<file path="src/sv/lgx_pkg.sv">
`default_nettype none

package lgx_pkg;

    localparam int MAX_ROWS = 64;
    localparam int MAX_COLS = 64;

    localparam int ROW_W  = $clog2(MAX_ROWS);
    localparam int COL_W  = $clog2(MAX_COLS);
    localparam int NR_W   = $clog2(MAX_ROWS + 1);
    localparam int NC_W   = $clog2(MAX_COLS + 1);
    localparam int NRX_W  = NR_W + 1;
    localparam int NCX_W  = NC_W + 1;

    localparam int CMD_W        = 2;
    localparam int ROW_FIELD_W  = 6;
    localparam int COL_FIELD_W  = 6;
    localparam int DIR_W        = 2;
    localparam int CHANCE_W     = 16;
    localparam int COUNT_W      = 16;
    localparam int WEIGHT_W     = 16;
    localparam int PROD_W       = 32;
    localparam int CHANCE_SHIFT = 11;
    localparam int SIZE_W       = 7;
    localparam int FIELD_CFG_W  = 48;
    localparam int CFG_IDX_W    = 3;
    localparam int CFG_DATA_W   = 64;
    localparam int READ_SLOTS   = 4;
    localparam int SLOT_CNT_W   = 2;
    localparam int SUM_W        = 3;
    localparam int IDX_W        = 4;

    localparam logic [CMD_W-1:0] CMD_MOVE  = 2'd0;
    localparam logic [CMD_W-1:0] CMD_WRITE = 2'd1;
    localparam logic [CMD_W-1:0] CMD_READ  = 2'd2;
    localparam logic [CMD_W-1:0] CMD_CLEAR = 2'd3;

    localparam logic [DIR_W-1:0] DIR_DOWN  = 2'd0;
    localparam logic [DIR_W-1:0] DIR_LEFT  = 2'd1;
    localparam logic [DIR_W-1:0] DIR_UP    = 2'd2;
    localparam logic [DIR_W-1:0] DIR_RIGHT = 2'd3;

    localparam logic [CFG_IDX_W-1:0] CFG_ROWS    = 3'd0;
    localparam logic [CFG_IDX_W-1:0] CFG_COLS    = 3'd1;
    localparam logic [CFG_IDX_W-1:0] CFG_CW_LOW  = 3'd2;
    localparam logic [CFG_IDX_W-1:0] CFG_CW_HIGH = 3'd3;
    localparam logic [CFG_IDX_W-1:0] CFG_CW_TOP  = 3'd4;
    localparam logic [CFG_IDX_W-1:0] CFG_FIELD   = 3'd5;

    localparam logic [SIZE_W-1:0]      RST_ROWS    = 7'd64;
    localparam logic [SIZE_W-1:0]      RST_COLS    = 7'd64;
    localparam logic [CFG_DATA_W-1:0]  RST_CW_LOW  = 64'd32768;
    localparam logic [CFG_DATA_W-1:0]  RST_CW_HIGH = 64'd0;
    localparam logic [WEIGHT_W-1:0]    RST_CW_TOP  = 16'd0;
    localparam logic [FIELD_CFG_W-1:0] RST_FIELD   = 48'h1000_1000_1000;

    typedef struct packed {
        logic [CMD_W-1:0]       cmd;
        logic [ROW_FIELD_W-1:0] row;
        logic [COL_FIELD_W-1:0] col;
        logic [DIR_W-1:0]       direction;
        logic [CHANCE_W-1:0]    chance;
        logic                   write_value;
    } t_item;

    typedef struct packed {
        logic               site_value;
        logic               swapped;
        logic [COUNT_W-1:0] down_count;
        logic [COUNT_W-1:0] up_count;
        logic               out_of_range;
    } t_result;

    // controller to datapath
    typedef struct packed {
        logic load;
        logic issue;
        logic sum;
        logic mul;
        logic commit;
        logic write2;
    } t_ctl;

    // datapath to controller
    typedef struct packed {
        logic short_cmd;
        logic second;
    } t_stat;

endpackage

`default_nettype wire

</file>
<file path="src/sv/lgx_ctrl.sv">
`default_nettype none

module lgx_ctrl import lgx_pkg::*; (
    input  wire logic  i_clk,
    input  wire logic  i_rst_n,
    input  wire logic  start,
    input  wire t_stat i_stat,
    output t_ctl       o_ctl,
    output logic       busy,
    output logic       o_done
);

    localparam logic [2:0] S_IDLE   = 3'd0;
    localparam logic [2:0] S_READ   = 3'd1;
    localparam logic [2:0] S_WAIT   = 3'd2;
    localparam logic [2:0] S_SUM    = 3'd3;
    localparam logic [2:0] S_MUL    = 3'd4;
    localparam logic [2:0] S_COMMIT = 3'd5;
    localparam logic [2:0] S_WRITE2 = 3'd6;
    localparam logic [2:0] S_DONE   = 3'd7;

    logic [2:0]            r_state;
    logic [2:0]            n_state;
    logic [SLOT_CNT_W-1:0] r_cnt;
    logic [SLOT_CNT_W-1:0] n_cnt;

    always_comb begin
        n_state = r_state;
        n_cnt   = r_cnt;
        o_ctl   = '0;
        case (r_state)
            S_IDLE: begin
                if (start) begin
                    o_ctl.load = 1'b1;
                    n_cnt      = '0;
                    n_state    = i_stat.short_cmd ? S_COMMIT : S_READ;
                end
            end
            S_READ: begin
                o_ctl.issue = 1'b1;
                n_cnt       = r_cnt + SLOT_CNT_W'(1);
                if (r_cnt == SLOT_CNT_W'(READ_SLOTS - 1)) begin
                    n_state = S_WAIT;
                end
            end
            // last row lands in the row window
            S_WAIT: begin
                n_state = S_SUM;
            end
            S_SUM: begin
                o_ctl.sum = 1'b1;
                n_state   = S_MUL;
            end
            S_MUL: begin
                o_ctl.mul = 1'b1;
                n_state   = S_COMMIT;
            end
            S_COMMIT: begin
                o_ctl.commit = 1'b1;
                n_state      = i_stat.second ? S_WRITE2 : S_DONE;
            end
            S_WRITE2: begin
                o_ctl.write2 = 1'b1;
                n_state      = S_DONE;
            end
            S_DONE: begin
                n_state = S_IDLE;
            end
            default: begin
                n_state = S_IDLE;
            end
        endcase
    end

    always_ff @(posedge i_clk) begin
        if (!i_rst_n) begin
            r_state <= S_IDLE;
            r_cnt   <= '0;
        end else begin
            r_state <= n_state;
            r_cnt   <= n_cnt;
        end
    end

    assign busy   = (r_state != S_IDLE);
    assign o_done = (r_state == S_DONE);

endmodule

`default_nettype wire

</file>
<file path="config.mk">
export PLATFORM = sky130hd
export DESIGN_NAME = lgx_ctrl
export DESIGN_NICKNAME = d
export VERILOG_FILES = /design/src/sv/lgx_pkg.sv /design/src/sv/lgx_ctrl.sv
export SDC_FILE = /design/constraint.sdc
export NUM_CORES = 1
export LEC_CHECK = 0
export BUFFER_PORTS_ARGS = -buffer_cell sky130_fd_sc_hd__buf_2
export CAP_MARGIN = 20
export CELL_PAD_IN_SITES_DETAIL_PLACEMENT = 1
export CELL_PAD_IN_SITES_GLOBAL_PLACEMENT = 2
export CORE_MARGIN = 5
export CORE_UTILIZATION = 20
export CTS_CLUSTER_SIZE = 16
export DETAILED_ROUTE_END_ITERATION = 12
export PLACE_DENSITY = 0.7
export SYNTH_ARGS = -nofsm -noshare
export SYNTH_HDL_FRONTEND = slang
export SYNTH_SLANG_ARGS = --single-unit
</file>
<file path="constraint.sdc">
create_clock -name i_clk -period 0.9 [get_ports i_clk]
set_input_delay 0.045 -clock i_clk [delete_from_list [all_inputs] [get_ports i_clk]]
set_output_delay 0.045 -clock i_clk [all_outputs]
set_load 0.05 [all_outputs]
</file>
==> out/metrics.yaml <==
mostFrequentLayoutCells: "9 x buf_4, 6 x buf_6, 5 x nor2_4, 5 x buf_2"
ios: 13
syn_area_per_cell_um2: 7.73
portBuffers: 12
grt_pass1_vias: 341
worst_slack_ns: -0.383
syn-cell-area_um2: 302
critPathArrivalTime_ns: 1.24
worstSkewPairLatency_ns: 0.26
viasPerCell: 4.58
tns_ns: -3.04
wirelength_um: 949
grt_antenna_before_repair: 0
yosys.area.top_type: "dfxtp_1"
fill_cells: 174
firstDrtPassIters: 2
grt_overflow: 0
crit_fanout: 6
min_period_over_period_pct: 143
p_leak_nw: 0.266
setup_viol: 13
start_kind: "flop"
synthTopCellsByArea: "dfxtp_1 33%, nor2_1 10%, a21boi_0 7.5%"
drt_iter0_markers: 1
cp_slowest_stage_delay_ns: 0.38
path_clk_slew_ns: 0.05
area.sequential_um2: 109
grtUsageTotal_pct: 7.97
violations: "negative setup slack"
cts_sinks: 5
htree_levels: 1
relSlewSlack_pct: 83.5
final.min_clock_period_ns: 1.28
start_util_pct: 20.5
vdd_drop_max_mv: 0.468
drc: 0
cts_inserted_buffers: 3
r2r_slack_ns: -0.14
dpl_worst_slack_ns: -0.220
critPathKind: "flop to primary output"
max_freq_ghz: 0.779
total_power_mw: 0.952
core_area_um2: 1470
vias: 366
die_w_um: 48.8
min_path_type: "primary input to flop"
syn_inst: 39
nNetsFinal: 71
cts_buffer_depth: 2
cp_slowest_cell: "or3_4"
die_h_um: 48.8
fin_skew_ns: 0.00436
worstPathRequired_ns: 0.85
ys_warn_count: 0
maxCapViolations: 0
stdcell_count: 80
clockRootBuffer: "clkbuf_4"
power.density_nw_per_um2: 1550
layout_commonest_cell: "buf_4"
row_count: 14
yosysSeqAreaShare_pct: 33.2
area_growth_pct: 104
hpwl_um: 722
synth_cell_types: 19
drive_above_1_share_pct: 65.6
multi_input_area_um2: 259
grt_max_degree: 9
place_congestion: 0.660
synth_seq_cells: 5
grt_pass1_wl_um: 1430
postRouteAntennaNets: 0
numPlacedInstances: 74
cp_cell_sequence: "or3_4 > nor2_4 > buf_8"
final_core_util_pct: 41.8
final_max_slew_viol_count: 0
synth_nets: 45
hold_viol: 0
postCtsHoldBufs: 0
wl_per_cell_um: 11.9
n_antenna_cell: 0
dieArea_um2: 2380
synth_top_cell_area_share_pct: 33.2
end_kind: "primary output"
worst_pin_slew_ns: 0.250
tritoncts: "done"
status: "finished with violations"
rsz0062_at_grt: "true"
[per-stage QoR]
| step | hold WS (ns) | cell area [µm²] |
|---|---|---|
| 6_report | 0.0674 | 616 |
| 3_5_place_dp | 0.348 | 480 |
| 2_1_floorplan | 0.191 | 345 |
| 5_1_grt | 0.0804 | 616 |
| 4_1_cts | 0.0692 | 564 |
| 3_3_place_gp | 0.343 | 480 |
[cell families after synthesis]
logic type | after synthesis | share of synthesized area (%)
AO/OA/AOI/OAI | 8 | 20.7
XOR/XNOR | 1 | 2.91
adder cells (fa/ha/maj) | 1 | 4.15
buffers and inverters | 4 | 5.39
flip-flops | 5 | 33.2
AND/OR/NAND/NOR | 20 | 33.6
[sequential cells by signal, summed over array words and instances (netlist names)]
name / flops
r_cnt: 2
r_state: 3
[worst paths after layout]
kind                            startpoint         end  depth (start not counted)
worst max register to register  r_state[1]  r_state[0]                          4
worst max-delay path            r_state[2]    o_ctl[5]                          3
worst min register to register    r_cnt[1]    r_cnt[1]                          2
worst min-delay path             i_stat[1]  r_state[2]                          3
[critical path: cells and delay by family, from the launching register on]
kind	cells	cell delay, ns
flops	1	0.36
simple gates	2	0.48
buf+inv	1	0.15
[routing by layer]
metal	track usage (%)	wire [µm]	part of all wire (%)	up-vias
met4	9.42	48	5.1	0
met2	13.3	472	50	11
met1	7.56	378	40	168
li1	-	-	-	182
met3	1.22	49	5.2	5
met5	0	0	0	-
[Yosys cell counts (all sizes together)]
master,count
a21boi,4
nand2,2
nor2,8
and3,2
o211ai,1
and2,1
dfxtp,5
buf,1
xnor2,1
o221ai,1
or2,1
or3,1
inv,3
o21ai,2
nand3b,1
nand3,2
ha,1
nand2b,2
[area by class of cell]
type,count,share of cell area [%]
Clock buffer,4,4.27
Inverter,3,1.83
Multi-Input combinational cell,30,42.1
Sequential cell,5,17.7
Tap cell,16,3.25
Timing Repair Buffer,22,30.9
[power breakdown]
part / switching (mW) / leakage [nW] / internal (mW)
sequential: 0.0226 / 0.0427 / 0.242
clock: 0.118 / 0.0150 / 0.169
combinational: 0.218 / 0.208 / 0.181
[what timing repair did]
action	4_1_cts	5_1_grt
setup endpoints to repair	13	13
buffers inserted	0	2
resized for setup	20	8
pin swaps	1	2
(Power assumes the default switching activity.)
